## src/rtl/pmftl_pkg.sv

```systemverilog
// ----------------------------------------------------------------------------
// pmftl_pkg
// Shared types and codes of the page-mapped flash translation layer.
// ----------------------------------------------------------------------------
package pmftl_pkg;

  localparam int MAX_BW = 6;
  localparam int MAX_CW = 6;

  typedef enum logic [1:0] {
    CMD_WRITE = 2'd0,
    CMD_READ  = 2'd1,
    CMD_INVAL = 2'd2,
    CMD_NOP   = 2'd3
  } cmd_e;

  typedef enum logic [2:0] {
    KIND_READ  = 3'd0,
    KIND_PROG  = 3'd1,
    KIND_MOVE  = 3'd2,
    KIND_ERASE = 3'd3,
    KIND_FULL  = 3'd4
  } kind_e;

  typedef enum logic [1:0] {
    PTR_NONE   = 2'd0,
    PTR_ACTIVE = 2'd1,
    PTR_FULL   = 2'd2
  } ptr_e;

  typedef enum logic [3:0] {
    S_CLEAR,
    S_IDLE,
    S_LOOK,
    S_UNMAP,
    S_ALLOC,
    S_SCAN,
    S_PICK,
    S_CL_RD,
    S_CL_CHK,
    S_CL_ZERO,
    S_ERASE,
    S_GCEND,
    S_PROG
  } state_e;

  typedef struct packed {
    logic       v;
    logic [6:0] lba;
  } rm_ent_t;

  typedef struct packed {
    logic [MAX_BW-1:0] m1;
    logic [MAX_BW-1:0] m2;
    logic [MAX_CW-1:0] s1;
    logic [MAX_CW-1:0] s2;
  } pick_t;

endpackage

```

## src/rtl/pmftl_scan.sv

```systemverilog
// ----------------------------------------------------------------------------
// pmftl_scan
// Walks the block valid counts once and keeps the two emptiest blocks.
// ----------------------------------------------------------------------------
module pmftl_scan #(
  parameter int PAGES_PER_BLOCK = 16,
  parameter int PHYSICAL_BLOCKS = 16
) (
  input  logic                                clk_i,
  input  logic                                rst_ni,
  input  logic                                start_i,
  input  logic [$clog2(PHYSICAL_BLOCKS)-1:0]  wb_i,
  input  logic [$clog2(PAGES_PER_BLOCK+1)-1:0] cnt_i,
  output logic [$clog2(PHYSICAL_BLOCKS)-1:0]  idx_o,
  output logic                                done_o,
  output pmftl_pkg::pick_t                    pick_o
);

  localparam int BW = $clog2(PHYSICAL_BLOCKS);

  logic [BW-1:0]          idx_q, idx_d;
  logic                   busy_q, busy_d;
  logic                   done_q, done_d;
  pmftl_pkg::pick_t       pick_q, pick_d;
  logic [pmftl_pkg::MAX_CW-1:0] c;

  assign c = pmftl_pkg::MAX_CW'(cnt_i);

  always_comb begin
    idx_d  = idx_q;
    busy_d = busy_q;
    done_d = 1'b0;
    pick_d = pick_q;
    if (start_i) begin
      idx_d     = '0;
      busy_d    = 1'b1;
      pick_d.s1 = pmftl_pkg::MAX_CW'(PAGES_PER_BLOCK + 1);
      pick_d.s2 = pmftl_pkg::MAX_CW'(PAGES_PER_BLOCK + 1);
      pick_d.m1 = '0;
      pick_d.m2 = pmftl_pkg::MAX_BW'(1);
    end else if (busy_q) begin
      if (idx_q != wb_i) begin
        if (c < pick_q.s1) begin
          pick_d.m2 = pick_q.m1;
          pick_d.s2 = pick_q.s1;
          pick_d.m1 = pmftl_pkg::MAX_BW'(idx_q);
          pick_d.s1 = c;
        end else if (c < pick_q.s2) begin
          pick_d.m2 = pmftl_pkg::MAX_BW'(idx_q);
          pick_d.s2 = c;
        end
      end
      if (idx_q == BW'(PHYSICAL_BLOCKS - 1)) begin
        busy_d = 1'b0;
        done_d = 1'b1;
      end else begin
        idx_d = idx_q + 1'b1;
      end
    end
  end

  always_ff @(posedge clk_i or negedge rst_ni) begin
    if (!rst_ni) begin
      busy_q <= 1'b0;
      done_q <= 1'b0;
    end else begin
      busy_q <= busy_d;
      done_q <= done_d;
    end
  end

  always_ff @(posedge clk_i) begin
    idx_q  <= idx_d;
    pick_q <= pick_d;
  end

  assign idx_o  = idx_q;
  assign done_o = done_q;
  assign pick_o = pick_q;

endmodule

```

## src/rtl/page_mapped_ftl_with_greedy_gc.sv

```systemverilog
// ----------------------------------------------------------------------------
// page_mapped_ftl_with_greedy_gc
// Page-mapped flash translation layer with greedy garbage collection.
//
//   channel   dir  tdata (low bit up)                               tlast
//   s_axis    in   command[1:0] lba[8:2]                            -
//   m_axis    out  kind[2:0] mapped[3] block[7:4] page[11:8]
//                  src_block[15:12] src_page[19:16]                 last
//
// The logical and reverse map memories are read through a register.
// Garbage collection scans the block valid counts, picks its victims,
// then reads, checks and clears each page of each cleaned block before
// erasing it. After reset a clearing pass over max(logical, physical
// pages) map entries runs before the first word is accepted. A full
// output register stalls the sequencer in whichever state wants to emit.
// ----------------------------------------------------------------------------
module page_mapped_ftl_with_greedy_gc #(
  parameter int PAGES_PER_BLOCK = 16,
  parameter int PHYSICAL_BLOCKS = 16,
  parameter int LOGICAL_BLOCKS  = 8
) (
  input  logic        clk_i,
  input  logic        rst_ni,
  input  logic        s_axis_tvalid,
  output logic        s_axis_tready,
  input  logic [15:0] s_axis_tdata,  // command, lba
  output logic        m_axis_tvalid,
  input  logic        m_axis_tready,
  output logic [23:0] m_axis_tdata,  // kind, mapped, block, page, src_block, src_page
  output logic        m_axis_tlast
);

  localparam int LPAGES = LOGICAL_BLOCKS * PAGES_PER_BLOCK;
  localparam int PPAGES = PHYSICAL_BLOCKS * PAGES_PER_BLOCK;
  localparam int LAW    = $clog2(LPAGES);
  localparam int PAW    = $clog2(PPAGES);
  localparam int BW     = $clog2(PHYSICAL_BLOCKS);
  localparam int PW     = $clog2(PAGES_PER_BLOCK);
  localparam int WPW    = $clog2(PAGES_PER_BLOCK + 1);
  localparam int FCW    = $clog2(PHYSICAL_BLOCKS + 1);
  localparam int TW     = FCW + 1;
  localparam int CLRN   = (LPAGES > PPAGES) ? LPAGES : PPAGES;
  localparam int CLW    = $clog2(CLRN);

  typedef struct packed {
    logic          v;
    logic [BW-1:0] blk;
    logic [PW-1:0] pg;
  } lm_ent_t;

  function automatic logic [PAW-1:0] phys(input logic [BW-1:0] b, input logic [PW-1:0] p);
    return PAW'(PAW'(b) * PAW'(PAGES_PER_BLOCK) + PAW'(p));
  endfunction

  pmftl_pkg::state_e state_q, state_d;
  pmftl_pkg::ptr_e   status_q, status_d;
  pmftl_pkg::cmd_e   cmd_q;
  logic [6:0]        lba_q;
  lm_ent_t           ent_q;
  logic [BW-1:0]     wb_q, wb_d;
  logic [WPW-1:0]    wp_q, wp_d;
  logic [FCW-1:0]    fc_q, fc_d;
  logic [BW-1:0]     head_q, head_d;
  logic [BW-1:0]     cl_blk_q, cl_blk_d;
  logic [PW-1:0]     cl_pg_q, cl_pg_d;
  logic              gc_two_q, gc_two_d;
  logic              moved_q, moved_d;
  logic [CLW-1:0]    clr_q, clr_d;

  logic [BW-1:0]     fq_q [PHYSICAL_BLOCKS];
  logic [WPW-1:0]    bvc_q [PHYSICAL_BLOCKS];

  lm_ent_t                  lm_mem [LPAGES];
  pmftl_pkg::rm_ent_t       rm_mem [PPAGES];
  lm_ent_t                  lm_rdata_q, lm_wdata;
  pmftl_pkg::rm_ent_t       rm_rdata_q, rm_wdata;
  logic [LAW-1:0]           lm_raddr, lm_waddr;
  logic [PAW-1:0]           rm_raddr, rm_waddr;
  logic                     lm_we, rm_we;

  logic                     bvc_we;
  logic [BW-1:0]            bvc_widx, bvc_ridx;
  logic [WPW-1:0]           bvc_wdata, bvc_rd;

  logic                     fq_we;
  logic [BW-1:0]            fq_widx;
  logic [TW-1:0]            tail_sum;

  logic                     take, scan_start, scan_done;
  logic [BW-1:0]            scan_idx;
  pmftl_pkg::pick_t         pick;

  logic                     out_valid_q, out_last_q, out_free;
  logic [23:0]              out_data_q;
  logic                     emit_req, emit_go, emit_last, emit_mapped;
  pmftl_pkg::kind_e         emit_kind;
  logic [3:0]               emit_blk, emit_pg, emit_sblk, emit_spg;

  logic                     accept, lba_in, full_now, need_new;
  logic [PAW-1:0]           cl_src;

  assign out_free  = !out_valid_q || m_axis_tready;
  assign emit_go   = emit_req && out_free;
  assign s_axis_tready = (state_q == pmftl_pkg::S_IDLE);
  assign accept    = s_axis_tvalid && s_axis_tready;
  assign lba_in    = (32'(lba_q) < LPAGES);
  assign bvc_rd    = bvc_q[bvc_ridx];
  assign cl_src    = phys(cl_blk_q, cl_pg_q);
  assign full_now  = (status_q == pmftl_pkg::PTR_FULL) ||
                     (status_q == pmftl_pkg::PTR_NONE && fc_q == '0) ||
                     (status_q == pmftl_pkg::PTR_ACTIVE && fc_q == '0 &&
                      32'(wp_q) + 1 >= PAGES_PER_BLOCK);
  assign need_new  = (status_q == pmftl_pkg::PTR_NONE) ||
                     (32'(wp_q) + 1 >= PAGES_PER_BLOCK);
  assign tail_sum  = TW'(head_q) + TW'(fc_q);
  assign fq_widx   = (tail_sum >= TW'(PHYSICAL_BLOCKS)) ?
                     BW'(tail_sum - TW'(PHYSICAL_BLOCKS)) : BW'(tail_sum);

  pmftl_scan #(
    .PAGES_PER_BLOCK(PAGES_PER_BLOCK),
    .PHYSICAL_BLOCKS(PHYSICAL_BLOCKS)
  ) u_scan (
    .clk_i  (clk_i),
    .rst_ni (rst_ni),
    .start_i(scan_start),
    .wb_i   (wb_q),
    .cnt_i  (bvc_rd),
    .idx_o  (scan_idx),
    .done_o (scan_done),
    .pick_o (pick)
  );

  always_comb begin
    state_d = state_q;
    unique case (state_q)
      pmftl_pkg::S_CLEAR: begin
        if (clr_q == CLW'(CLRN - 1)) state_d = pmftl_pkg::S_IDLE;
      end
      pmftl_pkg::S_IDLE: begin
        if (accept) state_d = pmftl_pkg::S_LOOK;
      end
      pmftl_pkg::S_LOOK: begin
        unique case (cmd_q)
          pmftl_pkg::CMD_READ:  if (out_free) state_d = pmftl_pkg::S_IDLE;
          pmftl_pkg::CMD_INVAL: state_d = lba_in ? pmftl_pkg::S_UNMAP : pmftl_pkg::S_IDLE;
          pmftl_pkg::CMD_WRITE: begin
            if (!lba_in) state_d = pmftl_pkg::S_IDLE;
            else if (full_now) begin
              if (out_free) state_d = pmftl_pkg::S_IDLE;
            end else state_d = pmftl_pkg::S_UNMAP;
          end
          default: state_d = pmftl_pkg::S_IDLE;
        endcase
      end
      pmftl_pkg::S_UNMAP: begin
        state_d = (cmd_q == pmftl_pkg::CMD_WRITE) ? pmftl_pkg::S_ALLOC : pmftl_pkg::S_IDLE;
      end
      pmftl_pkg::S_ALLOC: begin
        state_d = (need_new && status_q != pmftl_pkg::PTR_NONE && fc_q == FCW'(1)) ?
                  pmftl_pkg::S_SCAN : pmftl_pkg::S_PROG;
      end
      pmftl_pkg::S_SCAN: begin
        if (scan_done) state_d = pmftl_pkg::S_PICK;
      end
      pmftl_pkg::S_PICK: begin
        state_d = (32'(pick.s1) >= PAGES_PER_BLOCK) ? pmftl_pkg::S_GCEND : pmftl_pkg::S_CL_RD;
      end
      pmftl_pkg::S_CL_RD:  state_d = pmftl_pkg::S_CL_CHK;
      pmftl_pkg::S_CL_CHK: begin
        if (!(rm_rdata_q.v && 32'(wp_q) < PAGES_PER_BLOCK) || out_free)
          state_d = pmftl_pkg::S_CL_ZERO;
      end
      pmftl_pkg::S_CL_ZERO: begin
        state_d = (cl_pg_q == PW'(PAGES_PER_BLOCK - 1)) ? pmftl_pkg::S_ERASE :
                  pmftl_pkg::S_CL_RD;
      end
      pmftl_pkg::S_ERASE: begin
        if (out_free) state_d = gc_two_q ? pmftl_pkg::S_CL_RD : pmftl_pkg::S_GCEND;
      end
      pmftl_pkg::S_GCEND: state_d = pmftl_pkg::S_PROG;
      pmftl_pkg::S_PROG: begin
        if (out_free) state_d = pmftl_pkg::S_IDLE;
      end
      default: state_d = pmftl_pkg::S_CLEAR;
    endcase
  end

  always_comb begin
    status_d  = status_q;
    wb_d      = wb_q;
    wp_d      = wp_q;
    fc_d      = fc_q;
    head_d    = head_q;
    cl_blk_d  = cl_blk_q;
    cl_pg_d   = cl_pg_q;
    gc_two_d  = gc_two_q;
    moved_d   = moved_q;
    clr_d     = clr_q;
    take      = 1'b0;
    scan_start = 1'b0;
    lm_raddr  = LAW'(lba_q);
    rm_raddr  = cl_src;
    lm_we     = 1'b0;
    lm_waddr  = LAW'(lba_q);
    lm_wdata  = '0;
    rm_we     = 1'b0;
    rm_waddr  = cl_src;
    rm_wdata  = '0;
    bvc_ridx  = wb_q;
    bvc_we    = 1'b0;
    bvc_widx  = wb_q;
    bvc_wdata = bvc_rd + 1'b1;
    fq_we     = 1'b0;
    emit_req  = 1'b0;
    emit_kind = pmftl_pkg::KIND_READ;
    emit_mapped = 1'b0;
    emit_blk  = '0;
    emit_pg   = '0;
    emit_sblk = '0;
    emit_spg  = '0;
    emit_last = 1'b0;
    unique case (state_q)
      pmftl_pkg::S_CLEAR: begin
        clr_d    = clr_q + 1'b1;
        lm_we    = (32'(clr_q) < LPAGES);
        lm_waddr = LAW'(clr_q);
        rm_we    = (32'(clr_q) < PPAGES);
        rm_waddr = PAW'(clr_q);
      end
      pmftl_pkg::S_IDLE: begin
        lm_raddr = LAW'(s_axis_tdata[8:2]);
      end
      pmftl_pkg::S_LOOK: begin
        rm_raddr = phys(lm_rdata_q.blk, lm_rdata_q.pg);
        if (cmd_q == pmftl_pkg::CMD_READ) begin
          emit_req  = 1'b1;
          emit_last = 1'b1;
          if (lba_in && lm_rdata_q.v) begin
            emit_mapped = 1'b1;
            emit_blk    = 4'(lm_rdata_q.blk);
            emit_pg     = 4'(lm_rdata_q.pg);
          end
        end else if (cmd_q == pmftl_pkg::CMD_WRITE && lba_in && full_now) begin
          emit_req  = 1'b1;
          emit_kind = pmftl_pkg::KIND_FULL;
          emit_last = 1'b1;
          if (out_free) status_d = pmftl_pkg::PTR_FULL;
        end
      end
      pmftl_pkg::S_UNMAP: begin
        bvc_ridx = ent_q.blk;
        lm_we    = 1'b1;
        rm_we    = ent_q.v;
        rm_waddr = phys(ent_q.blk, ent_q.pg);
        if (ent_q.v && rm_rdata_q.v && bvc_rd != '0) begin
          bvc_we    = 1'b1;
          bvc_widx  = ent_q.blk;
          bvc_wdata = bvc_rd - 1'b1;
        end
      end
      pmftl_pkg::S_ALLOC: begin
        if (need_new) begin
          take       = 1'b1;
          scan_start = (status_q != pmftl_pkg::PTR_NONE) && (fc_q == FCW'(1));
        end else begin
          wp_d = wp_q + 1'b1;
        end
      end
      pmftl_pkg::S_SCAN: begin
        bvc_ridx = scan_idx;
      end
      pmftl_pkg::S_PICK: begin
        cl_pg_d = '0;
        if (32'(pick.s1) + 32'(pick.s2) <= PAGES_PER_BLOCK) begin
          cl_blk_d = BW'(pick.m2);
          gc_two_d = 1'b1;
        end else begin
          cl_blk_d = BW'(pick.m1);
          gc_two_d = 1'b0;
        end
      end
      pmftl_pkg::S_CL_RD: ;
      pmftl_pkg::S_CL_CHK: begin
        moved_d = 1'b0;
        if (rm_rdata_q.v && 32'(wp_q) < PAGES_PER_BLOCK) begin
          emit_req  = 1'b1;
          emit_kind = pmftl_pkg::KIND_MOVE;
          emit_blk  = 4'(wb_q);
          emit_pg   = 4'(wp_q);
          emit_sblk = 4'(cl_blk_q);
          emit_spg  = 4'(cl_pg_q);
          if (out_free) begin
            moved_d  = 1'b1;
            rm_we    = 1'b1;
            rm_waddr = phys(wb_q, PW'(wp_q));
            rm_wdata = rm_rdata_q;
            lm_we    = (32'(rm_rdata_q.lba) < LPAGES);
            lm_waddr = LAW'(rm_rdata_q.lba);
            lm_wdata = '{v: 1'b1, blk: wb_q, pg: PW'(wp_q)};
            bvc_we   = 1'b1;
          end
        end
      end
      pmftl_pkg::S_CL_ZERO: begin
        rm_we = 1'b1;
        if (moved_q) wp_d = wp_q + 1'b1;
        cl_pg_d = cl_pg_q + 1'b1;
      end
      pmftl_pkg::S_ERASE: begin
        emit_req  = 1'b1;
        emit_kind = pmftl_pkg::KIND_ERASE;
        emit_blk  = 4'(cl_blk_q);
        if (out_free) begin
          bvc_we    = 1'b1;
          bvc_widx  = cl_blk_q;
          bvc_wdata = '0;
          if (32'(fc_q) < PHYSICAL_BLOCKS) begin
            fq_we = 1'b1;
            fc_d  = fc_q + 1'b1;
          end
          if (gc_two_q) begin
            gc_two_d = 1'b0;
            cl_blk_d = BW'(pick.m1);
            cl_pg_d  = '0;
          end
        end
      end
      pmftl_pkg::S_GCEND: begin
        take = (32'(wp_q) >= PAGES_PER_BLOCK) && (fc_q != '0);
      end
      pmftl_pkg::S_PROG: begin
        emit_req  = 1'b1;
        emit_last = 1'b1;
        if (32'(wp_q) >= PAGES_PER_BLOCK) begin
          emit_kind = pmftl_pkg::KIND_FULL;
          if (out_free) status_d = pmftl_pkg::PTR_FULL;
        end else begin
          emit_kind = pmftl_pkg::KIND_PROG;
          emit_blk  = 4'(wb_q);
          emit_pg   = 4'(wp_q);
          if (out_free) begin
            lm_we    = 1'b1;
            lm_wdata = '{v: 1'b1, blk: wb_q, pg: PW'(wp_q)};
            rm_we    = 1'b1;
            rm_waddr = phys(wb_q, PW'(wp_q));
            rm_wdata = '{v: 1'b1, lba: lba_q};
            bvc_we   = 1'b1;
          end
        end
      end
      default: ;
    endcase
    if (take) begin
      wb_d     = fq_q[head_q];
      head_d   = (head_q == BW'(PHYSICAL_BLOCKS - 1)) ? '0 : head_q + 1'b1;
      fc_d     = fc_q - 1'b1;
      wp_d     = '0;
      status_d = pmftl_pkg::PTR_ACTIVE;
    end
  end

  always_ff @(posedge clk_i) begin
    if (lm_we) lm_mem[lm_waddr] <= lm_wdata;
    lm_rdata_q <= lm_mem[lm_raddr];
  end

  always_ff @(posedge clk_i) begin
    if (rm_we) rm_mem[rm_waddr] <= rm_wdata;
    rm_rdata_q <= rm_mem[rm_raddr];
  end

  always_ff @(posedge clk_i or negedge rst_ni) begin
    if (!rst_ni) begin
      for (int i = 0; i < PHYSICAL_BLOCKS; i++) begin
        fq_q[i]  <= BW'(i);
        bvc_q[i] <= '0;
      end
    end else begin
      if (fq_we) fq_q[fq_widx] <= cl_blk_q;
      if (bvc_we) bvc_q[bvc_widx] <= bvc_wdata;
    end
  end

  always_ff @(posedge clk_i or negedge rst_ni) begin
    if (!rst_ni) begin
      state_q     <= pmftl_pkg::S_CLEAR;
      status_q    <= pmftl_pkg::PTR_NONE;
      wb_q        <= '0;
      wp_q        <= '0;
      fc_q        <= FCW'(PHYSICAL_BLOCKS);
      head_q      <= '0;
      gc_two_q    <= 1'b0;
      moved_q     <= 1'b0;
      clr_q       <= '0;
      out_valid_q <= 1'b0;
    end else begin
      state_q  <= state_d;
      status_q <= status_d;
      wb_q     <= wb_d;
      wp_q     <= wp_d;
      fc_q     <= fc_d;
      head_q   <= head_d;
      gc_two_q <= gc_two_d;
      moved_q  <= moved_d;
      clr_q    <= clr_d;
      if (emit_go) out_valid_q <= 1'b1;
      else if (m_axis_tready) out_valid_q <= 1'b0;
    end
  end

  always_ff @(posedge clk_i) begin
    cl_blk_q <= cl_blk_d;
    cl_pg_q  <= cl_pg_d;
    if (accept) begin
      cmd_q <= pmftl_pkg::cmd_e'(s_axis_tdata[1:0]);
      lba_q <= s_axis_tdata[8:2];
    end
    if (state_q == pmftl_pkg::S_LOOK) ent_q <= lm_rdata_q;
    if (emit_go) begin
      out_data_q <= {4'b0, emit_spg, emit_sblk, emit_pg, emit_blk, emit_mapped, emit_kind};
      out_last_q <= emit_last;
    end
  end

  assign m_axis_tvalid = out_valid_q;
  assign m_axis_tdata  = out_data_q;
  assign m_axis_tlast  = out_last_q;

`ifndef NO_ASSERTIONS
  a_fc_bound: assert property (@(posedge clk_i) disable iff (!rst_ni)
    32'(fc_q) <= PHYSICAL_BLOCKS)
    else $error("free count above block count");
  a_pick_not_wb: assert property (@(posedge clk_i) disable iff (!rst_ni)
    scan_done |-> (BW'(pick.m1) != wb_q) && (BW'(pick.m2) != wb_q))
    else $error("victim is the write block");
  a_count_bound: assert property (@(posedge clk_i) disable iff (!rst_ni)
    bvc_we |-> 32'(bvc_wdata) <= PAGES_PER_BLOCK)
    else $error("block valid count overflow");
  a_emit_wait: assert property (@(posedge clk_i) disable iff (!rst_ni)
    (emit_req && !out_free) |=> $stable(out_data_q))
    else $error("result overwritten while stalled");
`endif

endmodule

```

## config.mk

```make
export PLATFORM = sky130hd
export DESIGN_NAME = page_mapped_ftl_with_greedy_gc
export DESIGN_NICKNAME = d
export VERILOG_FILES = /design/src/rtl/pmftl_pkg.sv /design/src/rtl/pmftl_scan.sv /design/src/rtl/page_mapped_ftl_with_greedy_gc.sv
export SDC_FILE = /design/constraint.sdc
export NUM_CORES = 2
export LEC_CHECK = 0
export BUFFER_PORTS_ARGS = -buffer_cell sky130_fd_sc_hd__buf_4
export CORE_MARGIN = 1.5
export CORE_UTILIZATION = 55
export DETAILED_ROUTE_END_ITERATION = 7
export PLACE_DENSITY = 0.8
export SYNTH_ARGS = -nofsm -noshare
export SYNTH_HDL_FRONTEND = slang
export SYNTH_SLANG_ARGS = --single-unit
export TNS_END_PERCENT = 5
```

## constraint.sdc

```tcl
create_clock -name clk_i -period 18.7 [get_ports clk_i]
set_input_delay 0.935 -clock clk_i [delete_from_list [all_inputs] [get_ports clk_i]]
set_output_delay 0.935 -clock clk_i [all_outputs]
set_load 0.01 [all_outputs]
```

==> flow_summary.json <==
{
  "outcome": "finished clean",
  "layout_setup_ws_ps": 11330,
  "yosysWarnings": 0,
  "rsz0062_at_grt": "no",
  "clock_sinks": 3467,
  "dpl-instance-area_sq_mm": 0.142,
  "dpl.hpwl_um": 185000,
  "cts_tree": "yes",
  "dpl_worst_slack_ps": 11700,
  "cts_buffer_depth": 4,
  "min_path_type": "in -> async",
  "layout_min_cycle_time_ps": 7370,
  "crit_required_ps": 19510,
  "cts_setup_buffers": 0,
  "synth_edf_count": 3247,
  "path_clk_slew_ps": 70,
  "die_area_sq_mm": 0.255,
  "ys_seq_area_share_pct": 74.3,
  "fp-row-count": 183,
  "drc": 0,
  "netlist_instances": 7274,
  "wl_um": 343000,
  "cts_resized": 0,
  "fin_cells": 10900,
  "dieHeight_um": 505,
  "dp.cells": 10300,
  "grt_pass1_vias": 75100,
  "critPathKind": "reg -> reg",
  "synth_area_sq_mm": 0.138,
  "wl_per_cell_um": 31.3,
  "finalSetupViolations": 0,
  "firstDrtPassIters": 7,
  "yosys-top-cells-count": "3,247 x edfxtp_1, 822 x mux4_2, 546 x nand2_1",
  "clock.fmax_ghz": 0.136,
  "synth_seq_cells": 3467,
  "overflow": 0,
  "cp.arrival_ps": 8180,
  "slew_headroom_pct": 10.3,
  "tightest_slew_ps": 1330,
  "worstPathCellList": "nor2_1 > nand2b_1 > buf_4 > mux2i_4 > buf_4 > buf_4 > buf_4 > mux4_2 > and2_1 > a211oi_1 > a311oi_1 > a21oi_1 > a21oi_1 > mux2i_1 > mux2i_1",
  "port_buffers": 35,
  "skew_ps": 79.8,
  "fin_crit_sh_pct": 39.4,
  "die_x_um": 505,
  "startpoint_type": "flop",
  "async_reset_ff_share_pct": 5.22,
  "ir_drop_v": 0.000124,
  "cts_buffers": 347,
  "htreeDepth": 5,
  "slew_violations": 0,
  "slowest_delay_ps": 1040,
  "final_hold_viol_count": 0,
  "cts-root-buf": "clkbuf_16",
  "final_area_sq_mm": 0.154,
  "synthFlopType": "edfxtp_1",
  "power_density_mw_per_mm2": 142,
  "core_region_area_sq_mm": 0.249,
  "drive_gt1_share_pct": 22.5,
  "avgSynthCellArea_sq_um": 19.0,
  "avgViaCountPerCell": 6.81,
  "final_antenna_net_count": 0,
  "end_kind": "flop",
  "ys_top_cells_by_area": "edfxtp_1 70%, mux4_2 13%, dfrtp_1 2.7%, a211oi_1 1.5%, nand2_1 1.5%",
  "maxCapViolCount": 0,
  "io_pins": 47,
  "area_growth_pct": 11.0,
  "cpMaxStageDelayCell": "dfrtp_1",
  "total_power_w": 0.0218,
  "p_leak_nw": 51.1,
  "gr-usage-all-layers_pct": 26.7,
  "gp_congestion": 0.906,
  "holdBufCountCts": 0,
  "synth_top_area_cell": "edfxtp_1",
  "yosys.cell_types.count": 89,
  "synth_most_common_cell": "edfxtp_1",
  "grt_pass1_wl_um": 507000,
  "vias": 74500,
  "start_util_pct": 55.5,
  "first_iter_violations": 11000,
  "grt_max_degree": 217,
  "tns_ps": 0,
  "cp_max_fo": 63,
  "synth_top_area_share_pct": 70.5,
  "clock_latency_ps": 970,
  "nNetsFinal": 7391,
  "antenna_found_initial": 19,
  "worst_path_most_repeated_cell": "buf_4"
}
-- cell usage in the layout (no fill, tap or decap), drive strengths merged, types with 12 or more instances in the layout --
cell type | netlist | layout
inv | 29 | 33
buf | 116 | 168
nor3 | 19 | 19
o211ai | 12 | 12
dfstp | 33 | 33
a21oi | 124 | 124
dfrtp | 148 | 148
xnor2 | 15 | 15
ha | 28 | 28
dfxtp | 39 | 39
clkbuf | 337 | 419
nand3 | 59 | 59
and3 | 23 | 23
mux4 | 822 | 822
nor2 | 488 | 488
edfxtp | 3247 | 3247
mux2 | 155 | 155
o21ai | 46 | 46
a311oi | 106 | 106
nor2b | 13 | 13
clkinv | 2 | 133
bufinv | 0 | 37
and2 | 222 | 222
a221oi | 15 | 15
nand2 | 548 | 548
a21o | 19 | 19
clkinvlp | 0 | 15
a211oi | 279 | 279
xor2 | 15 | 15
mux2i | 62 | 62
a31oi | 107 | 107
-- per-layer routing --
| layer | wire (um) | vias up | GRT usage, % |
|---|---|---|---|
| met2 | 166000 | 5521 | 42.8 |
| li1 | - | 29600 | - |
| met1 | 120000 | 38300 | 35.7 |
| met5 | 108 | - | 0 |
| met3 | 39200 | 1040 | 5.84 |
| met4 | 17000 | 16 | 11.6 |
-- cell type report --
cell class	count	area, sq um
flip-flops and latches	3467	103000
fillers	16000	95800
multi-input cells	3326	33900
clock buffers	419	9170
well taps	3330	4170
clock inverters	187	1880
repair buffers	168	1400
inverters	31	126
diodes	8	20.0
-- per-stage QoR --
stage          utilization, %  hold slack [ps]
3_3_place_gp             57.1              459
2_1_floorplan               -              401
6_report                 61.6             68.4
3_5_place_dp             57.1              478
4_1_cts                  61.6             91.0
5_1_grt                  61.6              141
-- report_power, final --
| group | internal, W | leakage [nW] | total [W] | switching (W) |
|---|---|---|---|---|
| Combinational | 0.00191 | 11.6 | 0.00564 | 0.00373 |
| Clock | 0.00399 | 5.37 | 0.00690 | 0.00290 |
| Sequential | 0.00907 | 34.2 | 0.00925 | 0.000178 |
| Total | 0.0150 | 51.1 | 0.0218 | 0.00681 |
-- sequential cells by signal, summed over array words and instances (netlist names), 5 cells and up --
signal / flops
u_scan.pick_o: 18
lm_mem: 1152
rm_mem: 2048
fc_q: 5
lm_rdata_q: 9
bvc_q: 80
rm_rdata_q: 8
m_axis_tdata: 20
fq_q: 64
lba_q: 7
ent_q: 9
clr_q: 8
wp_q: 5
-- logic make-up (layout without fill, tap and decap cells) --
logic type	count (synthesis)	count (layout)	synth area share, %
xor+xnor	30	30	0.190
flops	3467	3467	74.3
other cells	1	12	0.00271
mux	1039	1039	15.1
buf+inv	484	805	1.37
fa+ha+maj	30	30	0.282
simple gates	1432	1432	4.61
compound gates	791	791	4.08
-- worst paths after layout --
kind / start / endpoint / slack (ps) / cells after the start
max in group asynchronous: rst_ni / bvc_q[76] / 17070 / 2
worst max-delay path: state_q[2] / rm_rdata_q[7] / 11330 / 15
worst min-delay path: rst_ni / state_q[2] / 70 / 1
worst max register to register: state_q[2] / rm_rdata_q[7] / 11330 / 15
min in group clk_i: s_axis_tdata[0] / cmd_q[0] / 170 / 1
worst min register to register: u_scan.pick_o[12] / u_scan.pick_o[12] / 480 / 2
-- critical path, delay by kind of cell (launching register included) --
kind	cells	cell delay (ps)
flip-flops	1	1040
buffers and inverters	4	2700
AND/OR/NAND/NOR	3	590
AO/OA/AOI/OAI	4	1610
multiplexers	4	1040
Power figures use the tool's default switching activity.
